==> src/rtl/core/cbn_pkg.sv <==
// shared types and constants for the corridor band normalizer
`timescale 1ns / 1ps

package cbn_pkg;

    localparam int FRAC_BITS_DEF = 16;
    localparam int VAL_W         = 32;
    localparam int CFG_IDX_W     = 2;

    // register indexes
    localparam logic [CFG_IDX_W-1:0] REG_SAFE = 2'd0;
    localparam logic [CFG_IDX_W-1:0] REG_GOLD = 2'd1;
    localparam logic [CFG_IDX_W-1:0] REG_HARD = 2'd2;

    // reset values of the band edges
    localparam logic signed [VAL_W-1:0] SAFE_RST = 32'sd0;
    localparam logic signed [VAL_W-1:0] GOLD_RST = 32'sd65536;
    localparam logic signed [VAL_W-1:0] HARD_RST = 32'sd131072;

    typedef enum logic [1:0] {
        ZONE_SAFE = 2'd0,
        ZONE_GOLD = 2'd1,
        ZONE_HIGH = 2'd2,
        ZONE_HARD = 2'd3
    } t_zone;

    // side info that rides along the divider stages
    typedef struct packed {
        t_zone zone;
        logic  band_error;
    } t_tag;

endpackage

==> src/rtl/core/corridor_band_normalizer.sv <==
// top level of the corridor band normalizer
`timescale 1ns / 1ps

// maps each signed 32-bit sample onto a fraction of its band with FRAC_BITS
// fraction bits (1 << FRAC_BITS means 1.0) and reports the zone: 0 at or below
// the safe edge, 1 up to and including the gold edge, 2 below the hard edge,
// 3 at or above it (fraction 1.0). the gold-to-hard segment restarts at 0.
// edges that are not strictly increasing give band_error with fraction 0 and
// zone 0. one word is taken per clock while the pipeline is not backed up;
// two stages classify the sample and form the operands, then a restoring
// divider resolves one quotient bit per stage over FRAC_BITS + 1 stages,
// each one 34-bit compare-subtract. each stage holds its own valid bit and
// fills bubbles, so input keeps flowing while a result waits at the output
// until every stage is full. write the edge registers only while nothing is
// in flight; a write to index 3 is ignored.

module corridor_band_normalizer
    import cbn_pkg::*;
#(
    parameter int FRAC_BITS = FRAC_BITS_DEF,
    localparam int QW       = FRAC_BITS + 1,
    localparam int OUT_W    = ((QW + 7) / 8) * 8
) (
    input  logic                 i_clk,
    input  logic                 i_rst_n,
    // edge register write port
    input  logic                 i_cfg_we,
    input  logic [CFG_IDX_W-1:0] i_cfg_idx,
    input  logic [VAL_W-1:0]     i_cfg_data,
    // sample stream
    input  logic                 s_axis_tvalid,
    output logic                 s_axis_tready,
    input  logic [VAL_W-1:0]     s_axis_tdata,  // [31:0] sample_value
    // result stream
    output logic                 m_axis_tvalid,
    input  logic                 m_axis_tready,
    output logic [OUT_W-1:0]     m_axis_tdata,  // [QW-1:0] fraction, rest zero
    output logic [2:0]           m_axis_tuser   // [1:0] zone, [2] band_error
);

    localparam int NSTEP = FRAC_BITS + 1;

    logic signed [VAL_W-1:0] r_safe_edge;
    logic signed [VAL_W-1:0] r_gold_edge;
    logic signed [VAL_W-1:0] r_hard_edge;

    // index k feeds division step k, index NSTEP is the output register
    logic             w_valid [0:NSTEP];
    logic             w_ready [0:NSTEP];
    logic [VAL_W-1:0] w_rem   [0:NSTEP];
    logic [VAL_W-1:0] w_den   [0:NSTEP];
    logic [QW-1:0]    w_q     [0:NSTEP];
    t_tag             w_tag   [0:NSTEP];

    // edge registers
    always_ff @(posedge i_clk) begin
        if (!i_rst_n) begin
            r_safe_edge <= SAFE_RST;
            r_gold_edge <= GOLD_RST;
            r_hard_edge <= HARD_RST;
        end else if (i_cfg_we) begin
            case (i_cfg_idx)
                REG_SAFE: r_safe_edge <= i_cfg_data;
                REG_GOLD: r_gold_edge <= i_cfg_data;
                REG_HARD: r_hard_edge <= i_cfg_data;
                default: begin
                end
            endcase
        end
    end

    // classify and set up dividend and divisor
    cbn_front u_front (
        .i_clk       (i_clk),
        .i_rst_n     (i_rst_n),
        .i_valid     (s_axis_tvalid),
        .o_ready     (s_axis_tready),
        .i_sample    (s_axis_tdata),
        .i_safe_edge (r_safe_edge),
        .i_gold_edge (r_gold_edge),
        .i_hard_edge (r_hard_edge),
        .o_valid     (w_valid[0]),
        .i_ready     (w_ready[0]),
        .o_rem       (w_rem[0]),
        .o_den       (w_den[0]),
        .o_tag       (w_tag[0])
    );

    assign w_q[0] = '0;

    // first step takes the integer bit without a shift, the rest shift in
    for (genvar k = 0; k < NSTEP; k++) begin : g_step
        cbn_div_step #(
            .QW    (QW),
            .SHIFT (k != 0)
        ) u_step (
            .i_clk   (i_clk),
            .i_rst_n (i_rst_n),
            .i_valid (w_valid[k]),
            .o_ready (w_ready[k]),
            .i_rem   (w_rem[k]),
            .i_den   (w_den[k]),
            .i_q     (w_q[k]),
            .i_tag   (w_tag[k]),
            .o_valid (w_valid[k+1]),
            .i_ready (w_ready[k+1]),
            .o_rem   (w_rem[k+1]),
            .o_den   (w_den[k+1]),
            .o_q     (w_q[k+1]),
            .o_tag   (w_tag[k+1])
        );
    end

    assign w_ready[NSTEP] = m_axis_tready;

    // last step register drives the result stream directly
    assign m_axis_tvalid = w_valid[NSTEP];
    assign m_axis_tdata  = OUT_W'(w_q[NSTEP]);
    assign m_axis_tuser  = {w_tag[NSTEP].band_error, w_tag[NSTEP].zone};

endmodule

==> src/rtl/core/cbn_front.sv <==
// classification and operand setup, two register stages
`timescale 1ns / 1ps

module cbn_front
    import cbn_pkg::*;
(
    input  logic                    i_clk,
    input  logic                    i_rst_n,
    input  logic                    i_valid,
    output logic                    o_ready,
    input  logic signed [VAL_W-1:0] i_sample,
    input  logic signed [VAL_W-1:0] i_safe_edge,
    input  logic signed [VAL_W-1:0] i_gold_edge,
    input  logic signed [VAL_W-1:0] i_hard_edge,
    output logic                    o_valid,
    input  logic                    i_ready,
    output logic [VAL_W-1:0]        o_rem,
    output logic [VAL_W-1:0]        o_den,
    output t_tag                    o_tag
);

    logic                    r_a_valid;
    logic signed [VAL_W-1:0] r_a_sample;
    t_tag                    r_a_tag;
    logic                    r_b_valid;
    logic [VAL_W-1:0]        r_b_rem;
    logic [VAL_W-1:0]        r_b_den;
    t_tag                    r_b_tag;

    logic       w_a_ready;
    logic       w_b_ready;
    t_tag       n_a_tag;
    logic [VAL_W-1:0] n_b_rem;
    logic [VAL_W-1:0] n_b_den;
    logic signed [VAL_W-1:0] w_lo;
    logic signed [VAL_W-1:0] w_hi;
    logic [VAL_W:0]   w_num;
    logic [VAL_W:0]   w_span;

    assign w_b_ready = !r_b_valid || i_ready;
    assign w_a_ready = !r_a_valid || w_b_ready;
    assign o_ready   = w_a_ready;

    always_comb begin
        n_a_tag = '{zone: ZONE_SAFE, band_error: 1'b0};
        if (i_hard_edge <= i_gold_edge || i_gold_edge <= i_safe_edge) begin
            n_a_tag.band_error = 1'b1;
        end else if (i_sample <= i_safe_edge) begin
            n_a_tag.zone = ZONE_SAFE;
        end else if (i_sample >= i_hard_edge) begin
            n_a_tag.zone = ZONE_HARD;
        end else if (i_sample <= i_gold_edge) begin
            n_a_tag.zone = ZONE_GOLD;
        end else begin
            n_a_tag.zone = ZONE_HIGH;
        end
    end

    // zone 0 and errors divide 0 by 1, the hard zone 1 by 1 for a full fraction
    always_comb begin
        w_lo = (r_a_tag.zone == ZONE_GOLD) ? i_safe_edge : i_gold_edge;
        w_hi = (r_a_tag.zone == ZONE_GOLD) ? i_gold_edge : i_hard_edge;
        w_num  = {r_a_sample[VAL_W-1], r_a_sample} - {w_lo[VAL_W-1], w_lo};
        w_span = {w_hi[VAL_W-1], w_hi} - {w_lo[VAL_W-1], w_lo};
        n_b_rem = '0;
        n_b_den = VAL_W'(1);
        if (!r_a_tag.band_error) begin
            case (r_a_tag.zone)
                ZONE_GOLD, ZONE_HIGH: begin
                    n_b_rem = w_num[VAL_W-1:0];
                    n_b_den = w_span[VAL_W-1:0];
                end
                ZONE_HARD: begin
                    n_b_rem = VAL_W'(1);
                end
                default: begin
                    n_b_rem = '0;
                end
            endcase
        end
    end

    always_ff @(posedge i_clk) begin
        if (!i_rst_n) begin
            r_a_valid <= 1'b0;
            r_b_valid <= 1'b0;
        end else begin
            if (w_a_ready) begin
                r_a_valid <= i_valid;
            end
            if (w_b_ready) begin
                r_b_valid <= r_a_valid;
            end
        end
    end

    always_ff @(posedge i_clk) begin
        if (w_a_ready && i_valid) begin
            r_a_sample <= i_sample;
            r_a_tag    <= n_a_tag;
        end
        if (w_b_ready && r_a_valid) begin
            r_b_rem <= n_b_rem;
            r_b_den <= n_b_den;
            r_b_tag <= r_a_tag;
        end
    end

    assign o_valid = r_b_valid;
    assign o_rem   = r_b_rem;
    assign o_den   = r_b_den;
    assign o_tag   = r_b_tag;

endmodule

==> src/rtl/core/cbn_div_step.sv <==
// one restoring division step with its pipeline register
`timescale 1ns / 1ps

module cbn_div_step
    import cbn_pkg::*;
#(
    parameter int QW    = FRAC_BITS_DEF + 1,
    parameter bit SHIFT = 1'b1
) (
    input  logic             i_clk,
    input  logic             i_rst_n,
    input  logic             i_valid,
    output logic             o_ready,
    input  logic [VAL_W-1:0] i_rem,
    input  logic [VAL_W-1:0] i_den,
    input  logic [QW-1:0]    i_q,
    input  t_tag             i_tag,
    output logic             o_valid,
    input  logic             i_ready,
    output logic [VAL_W-1:0] o_rem,
    output logic [VAL_W-1:0] o_den,
    output logic [QW-1:0]    o_q,
    output t_tag             o_tag
);

    logic             r_valid;
    logic [VAL_W-1:0] r_rem;
    logic [VAL_W-1:0] r_den;
    logic [QW-1:0]    r_q;
    t_tag             r_tag;

    logic [VAL_W:0]   w_part;
    logic [VAL_W+1:0] w_diff;
    logic             w_bit;

    assign o_ready = !r_valid || i_ready;

    // partial remainder stays below twice the divisor
    assign w_part = SHIFT ? {i_rem, 1'b0} : {1'b0, i_rem};
    assign w_diff = {1'b0, w_part} - {2'b00, i_den};
    assign w_bit  = !w_diff[VAL_W+1];

    always_ff @(posedge i_clk) begin
        if (!i_rst_n) begin
            r_valid <= 1'b0;
        end else if (o_ready) begin
            r_valid <= i_valid;
        end
    end

    always_ff @(posedge i_clk) begin
        if (o_ready && i_valid) begin
            r_rem <= w_bit ? w_diff[VAL_W-1:0] : w_part[VAL_W-1:0];
            r_den <= i_den;
            r_q   <= {i_q[QW-2:0], w_bit};
            r_tag <= i_tag;
        end
    end

    assign o_valid = r_valid;
    assign o_rem   = r_rem;
    assign o_den   = r_den;
    assign o_q     = r_q;
    assign o_tag   = r_tag;

endmodule

==> config.mk <==
export PLATFORM = sky130hd
export DESIGN_NAME = corridor_band_normalizer
export DESIGN_NICKNAME = d
export VERILOG_FILES = /design/src/rtl/core/cbn_pkg.sv /design/src/rtl/core/corridor_band_normalizer.sv /design/src/rtl/core/cbn_front.sv /design/src/rtl/core/cbn_div_step.sv
export SDC_FILE = /design/constraint.sdc
export NUM_CORES = 2
export LEC_CHECK = 0
export BUFFER_PORTS_ARGS = -buffer_cell sky130_fd_sc_hd__buf_2
export CORE_MARGIN = 2
export CORE_UTILIZATION = 58
export CTS_BUF_LIST = sky130_fd_sc_hd__clkbuf_8 sky130_fd_sc_hd__clkbuf_16
export DETAILED_ROUTE_END_ITERATION = 8
export PLACE_DENSITY_LB_ADDON = 0.05
export REMOVE_ABC_BUFFERS = 1
export SLEW_MARGIN = 5
export SYNTH_ARGS = -nofsm -noshare
export SYNTH_HDL_FRONTEND = slang
export SYNTH_SLANG_ARGS = --single-unit
==> constraint.sdc <==
create_clock -name i_clk -period 12.2 [get_ports i_clk]
set_clock_uncertainty 0.1 [all_clocks]
set_input_delay 2.44 -clock i_clk [delete_from_list [all_inputs] [get_ports i_clk]]
set_output_delay 2.44 -clock i_clk [all_outputs]
set_load 0.01 [all_outputs]
==> results.toml <==
[critical_path]
cp_max_fo = 8
cp-start-kind = "input pin"
r2r-start = "u_front.r_a_tag[2]"
reg2regPathDepth = 18
setup.worst_path.class = "in2out"
cp.required_ns = 9.66
r2r_slack_ns = 6.51
crit_path_end_kind = "primary output"
cp.arrival_ns = 5.41
timing.rr.end = "u_front.o_rem[30]"

[floorplanning]
rows = 139
start_util_pct = 58.53
die_h_um = 385.2
fp.coreArea_um2 = 144000
die-area_um2 = 148400
num_io_pins = 100
die_width_um = 385.2

[routing]
drc = 0
via_count = 57680
drt_wl_total_mm = 178.7
first_pass_iters = 6
wl_per_cell_um = 17.86
antenna_left = 0
drtIter0Drc = 2610
viasPerCell = 5.765

[place]
dp_slack_ns = 4.247
hpwl_mm = 140.0
numPortBuffers = 92
place.gp.congestion = 0.9221

[clock_tree]
cts_setup_buffers = 0
cts_root_buffer = "clkbuf_16"
htreeDepth = 4
clk_pin_slew_ns = 0.06
cts_tree = "built"
cts_hold_buf = 0
cts_resized = 0
clock_sinks = 1445
cts_made_buffers = 157
worstSkewPairLatency_ns = 0.80
max-clock-path-buffers = 3

[worst_hold_path]
min_delay_path_depth = 0
worstHoldStart = "g_step[10].u_step.o_q[7]"
hp-class = "reg2reg"
whs_endpoint = "g_step[11].u_step.o_q[8]"

[pwr]
vdd_drop_max_mv = 0.1006
leakage_nw = 36.78
power.density_nw_per_um2 = 118.0
p_total_mw = 10.85

[timing]
fin_ws_ns = 4.251
max_slew_margin_pct = 26.58
timing.hold.ws_ns = 0.3026
period_needed_ns = 7.949
worst_pin_slew_ns = 1.099
hold_violations = 0
tns_ns = 0
fmax_mhz = 125.8
final_max_slew_viol_count = 0
timing.final.crit_share_pct = 65.16
rsz0062_at_grt = "no"
setup_viol = 0

[synth]
synth_top_area_cell = "edfxtp_1"
synth_edf_count = 1330
synthCells = 7841
synth_top_cells_by_area = "edfxtp_1, ha_1, inv_1, a21oi_1, nand2_1"
yosysWarnings = 0
syn_area_um2 = 84280
synth-main-ff-cell = "edfxtp_1"
yosysTopAreaCellShare_pct = 47.39
seq_area_frac_synth_pct = 50.12
ys_ff_latch = 1445
async_flop_share_pct = 0
yosysUniqueCellTypes = 101
synth_area_per_cell_um2 = 10.75

[global_routing]
grt_pass1_wl_mm = 291.6
overflow = 0
antenna_found_initial = 2
grtUsageTotal_pct = 24.39
grt_max_degree = 76
grt_pass1_vias = 59579

[status]
outcome = "complete, no violations"

[cells_and_area]
drive_gt1_share_pct = 7.295
final_util_pct = 63.85
layout_common_cells = "edfxtp_1, inv_1, ha_1"
nets = 8816
area_growth_pct = 9.090
layout_commonest_cell = "edfxtp_1"

[flow_run]
max_cap_violations = 0
==> metrics by stage <==
stage                     instance area (um2)  instances
after floorplan                         83510       7676
after global placement                  86950       9718
after detailed placement                86950       9718
after CTS                               91940      10004
after global routing                    91940      10004
final                                   91950      10005
==> per-layer routing <==
metal  GRT usage (%)  vias to the layer above  wire [um]
li1                -                    28777          -
met1           23.10                    27394      62980
met2           49.70                     1049     100900
met3           3.108                      458       4961
met4           13.09                        2       9811
met5               0                        -         16
==> layout make-up <==
cell class,count,area [um2]
Clock buffer,159,3956
Inverter,801,3007
Antenna cell,1,2.502
Multi-Input combinational cell,5430,38510
Fill cell,11300,52060
Tap cell,1903,2381
Sequential cell,1445,42240
Clock inverter,127,1033
Timing Repair Buffer,139,813.3
==> synth_stat cells (82+ instances only) <==
library cell and instances:
dfxtp_1 115, nand3_1 104, a21boi_0 133, o21ai_0 515
clkbuf_1 96, xnor2_1 261, mux2_2 125, nand2_1 708
edfxtp_1 1330, nor3_1 90, nand4_1 82, nor2_1 449
o21a_1 137, nand2b_1 107, nor2b_1 116, inv_1 799
ha_1 753, a21oi_1 581, a21o_1 300, xor2_1 173
==> critical path, stage by stage <==
cell     delay [ns]
buf_2          0.09
nor2b_1        0.40
and3_1         0.43
and3_1         0.31
and2_1         0.47
and3_1         0.41
and3_1         0.48
nand3_1        0.18
buf_2          0.18
==> worst max-delay path by stage <==
stage                        from                   endpoint  slack [ns]  cells after the start
floorplan           m_axis_tready  g_step[6].u_step.o_den[0]        2.55                      7
CTS                 m_axis_tready              s_axis_tready        4.23                      9
detailed placement  m_axis_tready              s_axis_tready        4.25                      9
global route        m_axis_tready              s_axis_tready        4.02                      9
global placement    m_axis_tready              s_axis_tready        4.27                      9
finish              m_axis_tready              s_axis_tready        4.25                      9
==> cell families (layout without fill, tap and decap cells) <==
family / Yosys count / count (layout) / synth area share, %
muxes: 200 / 200 / 2.601
other: 1 / 8 / 0.004449
AOI/OAI and AO/OA: 2163 / 2163 / 16.43
adders and majority gates: 771 / 771 / 11.61
buffers and inverters: 972 / 1226 / 4.517
xor gates and xnor gates: 434 / 434 / 4.510
DFF: 1445 / 1445 / 50.12
and+or+nand+nor: 1855 / 1855 / 10.21
==> registers in the layout, indices dropped and copies added, names as in the netlist <==
name	cells
g_step.u_step.o_den	512
g_step.u_step.o_rem	512
g_step.u_step.o_q	153
g_step.u_step.o_tag	51
r_gold_edge	32
r_hard_edge	32
r_safe_edge	32
u_front.o_den	32
u_front.o_rem	32
u_front.r_a_sample	32
g_step.u_step.o_valid	17
u_front.o_tag	3
u_front.r_a_tag	3
u_front.o_valid	1
u_front.r_a_valid	1
==> where the power goes <==
part | leakage [nW] | switching, mW | internal, mW
Sequential | 13.0 | 0.0432 | 5.42
Clock | 2.56 | 1.98 | 2.57
Combinational | 21.2 | 0.505 | 0.338
Total | 36.8 | 2.52 | 8.33
No activity file was read; power rests on OpenSTA's default activity.
